## config.mk

```make
export PLATFORM = sky130hd
export DESIGN_NAME = number_to_seven_segment_core
export DESIGN_NICKNAME = d
export VERILOG_FILES = /design/src/hw/rtl/n2ss_pkg.sv /design/src/hw/rtl/n2ss_cell.sv /design/src/hw/rtl/n2ss_decode.sv /design/src/hw/rtl/number_to_seven_segment_core.sv
export SDC_FILE = /design/constraint.sdc
export NUM_CORES = 2
export LEC_CHECK = 0
export ABC_CLOCK_PERIOD_IN_PS = 9200
export BUFFER_PORTS_ARGS = -buffer_cell sky130_fd_sc_hd__buf_2
export CORE_MARGIN = 2
export CORE_UTILIZATION = 31
export DETAILED_ROUTE_END_ITERATION = 10
export MAX_ROUTING_LAYER = met4
export PLACE_DENSITY = 0.57
export SLEW_MARGIN = 20
export SYNTH_ARGS = -nofsm -noshare
export SYNTH_HDL_FRONTEND = slang
export SYNTH_SLANG_ARGS = --single-unit
```

## constraint.sdc

```tcl
create_clock -name clk -period 9.2 [get_ports clk]
set_input_delay 2.3 -clock clk [delete_from_list [all_inputs] [get_ports clk]]
set_output_delay 2.3 -clock clk [all_outputs]
set_load 0.01 [all_outputs]
```

## src/hw/rtl/n2ss_pkg.sv

```systemverilog
`timescale 1ns / 1ps
package n2ss_pkg;

    // Binary input width and the number of BCD digits it needs (2^32 - 1 has 10)
    localparam int unsigned NUM_BITS    = 32;
    localparam int unsigned NUM_BCD     = 10;
    localparam int unsigned BCD_W       = 4 * NUM_BCD;
    localparam int unsigned NUM_SEGS    = 8;
    localparam int unsigned SEG_W       = 8;

    // Configuration register indexes
    localparam logic CFG_IDX_EIGHT_DIGIT_MODE = 1'b0;
    localparam logic CFG_IDX_SEG_ACTIVE_HIGH  = 1'b1;

    localparam logic [SEG_W-1:0] SEG_DP    = 8'h80;
    localparam logic [SEG_W-1:0] SEG_BLANK = 8'h00;

    typedef logic [NUM_BITS-1:0] bin_t;
    typedef logic [BCD_W-1:0]    bcd_t;
    typedef logic [SEG_W-1:0]    seg_t;
    typedef seg_t                seg_row_t [NUM_SEGS];

    typedef struct packed {
        logic eight_digit_mode;
        logic seg_active_high;
    } cfg_t;

    // 0..9 font, bit0 = A ... bit6 = G
    function automatic seg_t seg_font(input logic [3:0] d);
        seg_t p;
        case (d)
            4'd0:    p = 8'h3F;
            4'd1:    p = 8'h06;
            4'd2:    p = 8'h5B;
            4'd3:    p = 8'h4F;
            4'd4:    p = 8'h66;
            4'd5:    p = 8'h6D;
            4'd6:    p = 8'h7D;
            4'd7:    p = 8'h07;
            4'd8:    p = 8'h7F;
            4'd9:    p = 8'h6F;
            default: p = SEG_BLANK;
        endcase
        return p;
    endfunction

    // Double-dabble correction: add 3 to each BCD digit of 5 or more
    function automatic bcd_t bcd_adjust(input bcd_t b);
        bcd_t r;
        for (int j = 0; j < NUM_BCD; j++) begin
            r[4*j +: 4] = (b[4*j +: 4] >= 4'd5) ? (b[4*j +: 4] + 4'd3) : b[4*j +: 4];
        end
        return r;
    endfunction

endpackage

```

## src/hw/rtl/n2ss_cell.sv

```systemverilog
`timescale 1ns / 1ps
module n2ss_cell (
    input  logic            clk,
    input  logic            rst_n,
    input  logic            up_valid,
    input  n2ss_pkg::bin_t  up_bin,
    input  n2ss_pkg::bcd_t  up_bcd,
    output logic            up_take,
    output logic            valid,
    output n2ss_pkg::bin_t  bin,
    output n2ss_pkg::bcd_t  bcd,
    input  logic            down_take
);
    import n2ss_pkg::*;

    logic valid_reg;
    bin_t bin_reg;
    bcd_t bcd_reg;
    bin_t bin_next;
    bcd_t bcd_next;
    bcd_t bcd_adj;

    // Cell can load when empty or when its word moves on this cycle
    assign up_take = !valid_reg || down_take;

    // One double-dabble step: correct digits, shift in the next binary bit
    always_comb
    begin
        bcd_adj  = bcd_adjust(up_bcd);
        bcd_next = {bcd_adj[BCD_W-2:0], up_bin[NUM_BITS-1]};
        bin_next = {up_bin[NUM_BITS-2:0], 1'b0};
    end

    always_ff @(posedge clk or negedge rst_n)
    begin
        if (!rst_n)
        begin
            valid_reg <= 1'b0;
        end
        else if (up_take)
        begin
            valid_reg <= up_valid;
        end
    end

    always_ff @(posedge clk)
    begin
        if (up_take)
        begin
            bin_reg <= bin_next;
            bcd_reg <= bcd_next;
        end
    end

    assign valid = valid_reg;
    assign bin   = bin_reg;
    assign bcd   = bcd_reg;

endmodule

```

## src/hw/rtl/n2ss_decode.sv

```systemverilog
`timescale 1ns / 1ps
module n2ss_decode (
    input  n2ss_pkg::bcd_t     bcd,
    input  n2ss_pkg::cfg_t     cfg,
    output n2ss_pkg::seg_row_t segs,
    output logic               overflow
);
    import n2ss_pkg::*;

    logic [2:0]  range_sel;
    logic [15:0] win;
    seg_t        pat [NUM_SEGS];

    always_comb
    begin
        // Auto-range: drop up to four low digits while the value has more than four
        if (|bcd[BCD_W-1:28])
            range_sel = 3'd4;
        else if (|bcd[BCD_W-1:24])
            range_sel = 3'd3;
        else if (|bcd[BCD_W-1:20])
            range_sel = 3'd2;
        else if (|bcd[BCD_W-1:16])
            range_sel = 3'd1;
        else
            range_sel = 3'd0;

        case (range_sel)
            3'd0:    win = bcd[15:0];
            3'd1:    win = bcd[19:4];
            3'd2:    win = bcd[23:8];
            3'd3:    win = bcd[27:12];
            3'd4:    win = bcd[31:16];
            default: win = bcd[15:0];
        endcase

        for (int m = 0; m < NUM_SEGS; m++) begin
            if (cfg.eight_digit_mode)
            begin
                pat[m] = seg_font(bcd[4*(NUM_SEGS-1-m) +: 4]);
            end
            else if (m < 4)
            begin
                pat[m] = seg_font(win[4*(3-m) +: 4]);
                if ({1'b0, range_sel} == 4'(m + 1))
                    pat[m] = pat[m] | SEG_DP;
            end
            else
            begin
                pat[m] = SEG_BLANK;
            end
            segs[m] = cfg.seg_active_high ? pat[m] : ~pat[m];
        end

        overflow = |bcd[BCD_W-1:32];
    end

endmodule

```

## src/hw/rtl/number_to_seven_segment_core.sv

```systemverilog
`timescale 1ns / 1ps
// Binary to 7-segment display encoder.
// Input channel: in_valid / in_ready carry one 32-bit unsigned value per word.
// Output channel: out_valid / out_ready carry eight segment patterns
// (digit0 leftmost, bit0 = A .. bit6 = G, bit7 = dot) plus an overflow flag
// that is set when the value exceeds 99,999,999.
// Config port: cfg_write_en writes cfg_data[0] to register cfg_index at the
// clock edge (0 = eight_digit_mode, 1 = seg_active_high). Write only while idle.
// An accepted word passes through the 32-cell double-dabble chain (one
// binary bit per cell) and then the output register.
// Throughput: one word per cycle while out_ready holds; a new word can enter every cycle until the chain fills.
// Each cell loads whenever it is empty or its word moves on, so when the
// receiver stalls the chain keeps compacting and in_ready only drops once
// every cell and the output register are full. A stalled output word holds.
// Reset: all valid bits clear, eight_digit_mode = 0, seg_active_high = 1.
module number_to_seven_segment_core (
    input  logic        clk,
    input  logic        rst_n,
    input  logic        cfg_write_en,
    input  logic        cfg_index,
    input  logic        cfg_data,
    input  logic        in_valid,
    output logic        in_ready,
    input  logic [31:0] value,
    output logic        out_valid,
    input  logic        out_ready,
    output logic [7:0]  digit0,
    output logic [7:0]  digit1,
    output logic [7:0]  digit2,
    output logic [7:0]  digit3,
    output logic [7:0]  digit4,
    output logic [7:0]  digit5,
    output logic [7:0]  digit6,
    output logic [7:0]  digit7,
    output logic        overflow
);
    import n2ss_pkg::*;

    cfg_t     cfg_reg;
    logic     out_valid_reg;
    seg_row_t segs_reg;
    logic     overflow_reg;

    // Chain taps: index 0 is the input side, NUM_BITS the last cell
    logic     valid_c [NUM_BITS+1];
    bin_t     bin_c   [NUM_BITS+1];
    bcd_t     bcd_c   [NUM_BITS+1];
    logic     take_c  [NUM_BITS+1];

    seg_row_t segs_dec;
    logic     overflow_dec;
    logic     out_take;

    // Config registers
    always_ff @(posedge clk or negedge rst_n)
    begin
        if (!rst_n)
        begin
            cfg_reg.eight_digit_mode <= 1'b0;
            cfg_reg.seg_active_high  <= 1'b1;
        end
        else if (cfg_write_en)
        begin
            case (cfg_index)
                CFG_IDX_EIGHT_DIGIT_MODE: cfg_reg.eight_digit_mode <= cfg_data;
                CFG_IDX_SEG_ACTIVE_HIGH:  cfg_reg.seg_active_high  <= cfg_data;
                default: ;
            endcase
        end
    end

    assign valid_c[0] = in_valid;
    assign bin_c[0]   = value;
    assign bcd_c[0]   = '0;
    assign in_ready   = take_c[0];

    // Double-dabble chain, one cell per input bit
    for (genvar i = 0; i < NUM_BITS; i++) begin : g_cell
        n2ss_cell u_cell (
            .clk       (clk),
            .rst_n     (rst_n),
            .up_valid  (valid_c[i]),
            .up_bin    (bin_c[i]),
            .up_bcd    (bcd_c[i]),
            .up_take   (take_c[i]),
            .valid     (valid_c[i+1]),
            .bin       (bin_c[i+1]),
            .bcd       (bcd_c[i+1]),
            .down_take (take_c[i+1])
        );
    end

    // Segment decode of the finished BCD word
    n2ss_decode u_decode (
        .bcd      (bcd_c[NUM_BITS]),
        .cfg      (cfg_reg),
        .segs     (segs_dec),
        .overflow (overflow_dec)
    );

    // Output register: loads when empty or when the receiver takes the word
    assign out_take         = !out_valid_reg || out_ready;
    assign take_c[NUM_BITS] = out_take;

    always_ff @(posedge clk or negedge rst_n)
    begin
        if (!rst_n)
        begin
            out_valid_reg <= 1'b0;
        end
        else if (out_take)
        begin
            out_valid_reg <= valid_c[NUM_BITS];
        end
    end

    always_ff @(posedge clk)
    begin
        if (out_take)
        begin
            segs_reg     <= segs_dec;
            overflow_reg <= overflow_dec;
        end
    end

    assign out_valid = out_valid_reg;
    assign digit0    = segs_reg[0];
    assign digit1    = segs_reg[1];
    assign digit2    = segs_reg[2];
    assign digit3    = segs_reg[3];
    assign digit4    = segs_reg[4];
    assign digit5    = segs_reg[5];
    assign digit6    = segs_reg[6];
    assign digit7    = segs_reg[7];
    assign overflow  = overflow_reg;

endmodule

```

* Word level (Yosys, flattened, before mapping)
Memory sizes are Yosys's and may differ from the RTL's. A register that Yosys moved wholly into a read port is not among the register bits.
Index checks and enable logic that the tools add are counted.
** Operators by class
- Bitwise logic cells :: 9
- Add/sub/neg operators :: 265
- Eq/ne operators :: 4
- Multiplexer cells :: 298
- Reduce and logical (&&, ||, !) cells :: 73
- $lt $le $gt $ge :: 265
** Operators by type and width (count)
- 4-bit by 3-bit greater-or-equal comparator with 1-bit output (second input constant) :: 255
- 4-bit 2-to-1 mux :: 242
- 4-bit by 2-bit adder with 4-bit output (second input constant) :: 234
- 8-bit 2-to-1 mux :: 20
- 3-bit 2-to-1 mux :: 24
- 8-bit NOT :: 8
- 16-bit case mux with 4 select lines :: 1
- 3-bit by 2-bit adder with 3-bit output (second input constant) :: 21
- 1-bit zero test :: 33
- 1-bit logical OR :: 33
- 1-bit by 2-bit adder with 3-bit output (both inputs constant) :: 9
- 1-bit by 3-bit greater-or-equal comparator with 1-bit output (both inputs constant) :: 9
- 24-bit OR reduction :: 1
- 20-bit OR reduction :: 1
- 16-bit OR reduction :: 1
- 12-bit OR reduction :: 1
- 1-bit 2-to-1 mux :: 11
- 8-bit OR reduction :: 1
- 3-bit by 2-bit == test with 1-bit output (second input constant) :: 2
- 2-bit AND reduction :: 2
- 1-bit by 2-bit adder with 3-bit output (second input constant) :: 1
- 3-bit by 1-bit == test with 1-bit output (second input constant) :: 1
- 3-bit == test (second input constant) :: 1
- 1-bit by 3-bit greater-or-equal comparator with 1-bit output (second input constant) :: 1
- 1-bit NOT :: 1
** Storage, ports and cells
- Bits of input ports :: 39
- Register bits :: 1657
- Memory bits (read-only) :: 1344
- Output and inout bits :: 67
- Word-level logic and storage cells :: 1043
- Memories kept :: 12
** Memories
- (name not given) :: depth 16, bits a word 7, rd ports 1, clocked after Yosys merged registers in 1, write ports 0, line n2ss_pkg.sv:31 : case (d)
- (name not given) :: depth 16, bits a word 7, rd ports 1, clocked after Yosys merged registers in 0, write ports 0, line n2ss_pkg.sv:31
- (name not given) :: depth 16, bits a word 7, rd ports 1, clocked after Yosys merged registers in 1, write ports 0, line n2ss_pkg.sv:31
- (name not given) :: depth 16, bits a word 7, rd ports 1, clocked after Yosys merged registers in 0, write ports 0, line n2ss_pkg.sv:31
- (name not given) :: depth 16, bits a word 7, rd ports 1, clocked after Yosys merged registers in 1, write ports 0, line n2ss_pkg.sv:31
- (name not given) :: depth 16, bits a word 7, rd ports 1, clocked after Yosys merged registers in 0, write ports 0, line n2ss_pkg.sv:31
- 6 more memories

* Depth between registers and ports, before layout
- Depth after elaboration :: 34
- Gate-level depth with buffers :: 13
- Mapped depth without buffers :: 11

* Hierarchy
A second synthesis with hierarchy kept.
** Unflattened totals
- Cell total of the unflattened synthesis :: 8064
- Area, all modules :: 107525.6 µm²
** Modules (own cells, without submodules)
- n2ss_cell :: sequential area each 2157.1 µm², area each 3174.3 µm², instances 32, cells an instance 232
- n2ss_decode :: sequential area each 0.0 µm², area each 3867.5 µm², instances 1, cells an instance 565
- number_to_seven_segment_core :: sequential area each 2028.2 µm², area each 2080.7 µm², instances 1, cells an instance 75

* Worst setup path before layout
Ideal clock, no wire load.
- Path type :: input -> output
- Start point :: in out_ready
- End point :: out in_ready
- Arrival :: 5.246 ns
- Required time :: 6.900 ns
- Path buffers :: 1
- Stages :: 10
- Slack :: 1.654 ns
- Path through :: and3b_1 > buf_2 > and3_1 > and3_1 > inv_2 > nor4_2 > and4_1 > inv_2 > nor2_1 > nand2_1
** Between the ends
- Cells in the longest elaborated chain, start to end :: 33
** RTL lines
- start, declared :: line number_to_seven_segment_core.sv:26 : input logic out_ready,
- 1-bit logical OR :: line number_to_seven_segment_core.sv:102 : assign out_take = !out_valid_reg || out_ready;
- 1-bit logical OR (17 in a row) :: line n2ss_cell.sv:24 : assign up_take = !valid_reg || down_take;
- via g_cell[14].u_cell.down_take :: line n2ss_cell.sv:12 : input logic down_take
- 1-bit logical OR (11 in a row) :: line n2ss_cell.sv:24
- via g_cell[3].u_cell.down_take :: line n2ss_cell.sv:12
- 1-bit logical OR (4 in a row) :: line n2ss_cell.sv:24
- end, declared :: line number_to_seven_segment_core.sv:23 : output logic in_ready,
The timed path passes the listed nets, and every way through them passes these cells.

* Worst setup path after layout
Same ends and word-level chain as after synthesis.

==> flow_summary.ini <==
[route]
drt-total-wl_um = 87900
vias = 32100
drt_iter0_markers = 1471
drt-pass1-iter-count = 5
drc_errors = 0
viasPerCell = 4.34
routedWlPerCell_um = 11.9
ant_nets = 0

[placed_design]
portBuffers = 105
gp_congestion = 0.799
dp_hpwl_um = 62200
dpl_cell_area_um2 = 63000
dp_slack_ns = 1.29

[grt]
antenna_found_initial = 0
first_global_vias = 31800
grt_overflow = 0
grt_max_degree = 72
grt_first_pass_wirelength_um = 148000
grtUsageTotal = 0.0943

[timing]
holdWs_ns = 0.402
fin_crit_sh = 0.855
setup_ws_ns = 1.34
hold_viol_final = 0
maxSlewViolCount = 0
tns_ns = 0
finClkSkew_ns = 0.0226
slew_headroom = 0.296
fin_crit_ns = 7.86
finalSetupViolCount = 0
worst_slew_pin_slew_ns = 1.06
rsz0062_at_grt = false
fmax_mhz = 127

[cts]
post_cts_buffers = 0
cts_buffer_depth = 3
numCtsBuffers = 137
cts.sinks = 1329
path_clk_slew_ns = 0.06
cts_root_buf = clkbuf_16
postCtsHoldBufs = 0
cts_max_level = 4
cts-resized-gates = 0
cts_tree = yes
clock_latency_ns = 0.76

[setup_path]
critPathLaunchType = input pin
required_ns = 6.90
crit_chain = buf_2, and3b_1, and3_1, and3_1, inv_2, nor4_2, and4_1, inv_2, nor2_1, nand2_1, buf_4, buf_2
path_max_fanout = 35
cpPeakStageDelay_ns = 0.50
setup.worst_path.class = in -> out
cp-end-kind = primary output
crit_slowest_cell = nor4_2
path_buf_inv = 5
path_delay_family = simple AND/OR/NAND/NOR gates
crit_arrival_ns = 5.56

[logic_synthesis]
synth.avg_cell_area_um2 = 13.0
synth_warnings = 0
async_flop_share = 0.0263
synth_edf_count = 1238
synth_flop_cell = edfxtp_1
synth_cells = 4552
synth_fp_nets = 4977
syn-cell-area_um2 = 59300
synthDistinctLibCells = 72
ys_ff_latch = 1329
yosysSeqAreaShare = 0.660

[power]
combPwrFrac = 0.298
clkPwrFrac = 0.237
seqPwrFrac = 0.464
netSwitchingFraction = 0.327
p_int_mw = 15.0
leakagePower_nw = 27.4
peakVddDrop_v = 0.000179
p_per_area_nw_per_um2 = 331
p_switching_mw = 7.28

[worst_hold_path]
hold_path.class = reg -> reg

[floorplan]
dieArea_um2 = 195000
start_util = 0.312
rows = 160
die_y_um = 441
core_region_area_um2 = 190000
io-pin-count = 106
chipWidth_um = 441

[run]
maxCapViolCount = 0

[final_layout]
drive_gt1_frac = 0.0775
fin_area_um2 = 67400
fillers = 18100
nets = 5210
seqCellArea_um2 = 39200
largest_reg_flops = 680
multi_input_area_um2 = 18600
diodes = 0
synthToLayoutAreaGrowth_pct = 13.6

[run_status]
status = completed
## Yosys cell counts (all sizes together) (3+ instances only)
cell type / number / area share
a211oi: 5 / 0.00063
a21o: 8 / 0.0010
a21oi: 202 / 0.017
a22o: 6 / 0.00091
a22oi: 4 / 0.00097
a2bb2oi: 15 / 0.0027
a311oi: 4 / 0.00059
a31oi: 12 / 0.0013
and2: 10 / 0.0011
and3: 7 / 0.00074
buf: 27 / 0.0027
clkbuf: 18 / 0.0011
dfrtp: 34 / 0.014
dfxtp: 56 / 0.019
edfxtp: 1238 / 0.63
ha: 386 / 0.081
inv: 361 / 0.023
mux2: 3 / 0.00057
mux2i: 184 / 0.031
nand2: 689 / 0.044
nand2b: 321 / 0.034
nand3: 24 / 0.0021
nand4: 6 / 0.00063
nor2: 221 / 0.014
nor2b: 5 / 0.00053
nor3: 22 / 0.0020
nor4: 11 / 0.0018
o211ai: 8 / 0.0013
o21a: 8 / 0.0011
o21ai: 386 / 0.033
o21bai: 4 / 0.00051
o22a: 8 / 0.0012
o22ai: 6 / 0.00063
o31ai: 9 / 0.0012
or2: 7 / 0.00074
xnor2: 211 / 0.031
## power groups by stage
stage	clock (mW)	sequential (mW)	combinational [mW]
after CTS	5.50	10.4	6.76
after detailed placement	0	10.5	6.74
after floorplan	0	10.1	5.37
after global routing	5.73	10.6	7.80
final	5.29	10.3	6.65
after global placement	0	10.4	6.44
## per-stage QoR
step	power, mW	instances	util
after floorplan	15.5	4552	-
after global placement	16.9	7157	0.331
after CTS	22.6	7402	0.354
after global routing	24.1	7402	0.354
after detailed placement	17.2	7157	0.331
final	22.3	7402	0.354
## area by class of cell
class / instances / area share
inverter: 361 / 0.0201
clock buffer: 168 / 0.0545
tap: 2511 / 0.0466
multi-input combinational: 2817 / 0.276
timing repair buffer: 139 / 0.0116
clock inverter: 77 / 0.00945
sequential: 1329 / 0.582
## layer usage
layer	track usage	vias up	wire length, µm
met5	-	-	0
met4	0.0421	0	3230
li1	-	16500	-
met1	0.0910	15100	33500
met2	0.179	426	47900
met3	0.0192	188	3240
## cells in the final DEF, fill, tap and decap left out, drive strengths merged, types with 15 or more instances in the layout
master   count
edfxtp    1238
nand2      689
ha         386
o21ai      386
inv        368
nand2b     321
nor2       221
xnor2      211
a21oi      202
mux2i      184
clkbuf     168
buf        139
clkinv      58
dfxtp       56
dfrtp       34
nand3       24
nor3        22
a2bb2oi     15
## final timing paths
check | start | end | slack [ns] | cells after the start
worst min register to register | g_cell[16].u_cell.bin[19] | g_cell[17].u_cell.bin[20] | 0.40 | 0
min in group asynchronous | rst_n | g_cell[0].u_cell.valid | 1.61 | 2
max in group asynchronous | rst_n | cfg_reg[1] | 7.03 | 2
worst max-delay path | out_ready | in_ready | 1.34 | 12
worst min-delay path | g_cell[16].u_cell.bin[19] | g_cell[17].u_cell.bin[20] | 0.40 | 0
worst max register to register | g_cell[31].u_cell.bcd[17] | digit3[3] | 4.93 | 10
## logic make-up after synthesis
kind of cell | Yosys count | share of synthesized area
buf+inv | 406 | 0.0266
compound gates | 699 | 0.0660
xor+xnor | 211 | 0.0312
simple gates | 1334 | 0.103
flops | 1329 | 0.660
mux | 187 | 0.0316
fa+ha+maj | 386 | 0.0814
No activity file was read; power rests on OpenSTA's default activity.
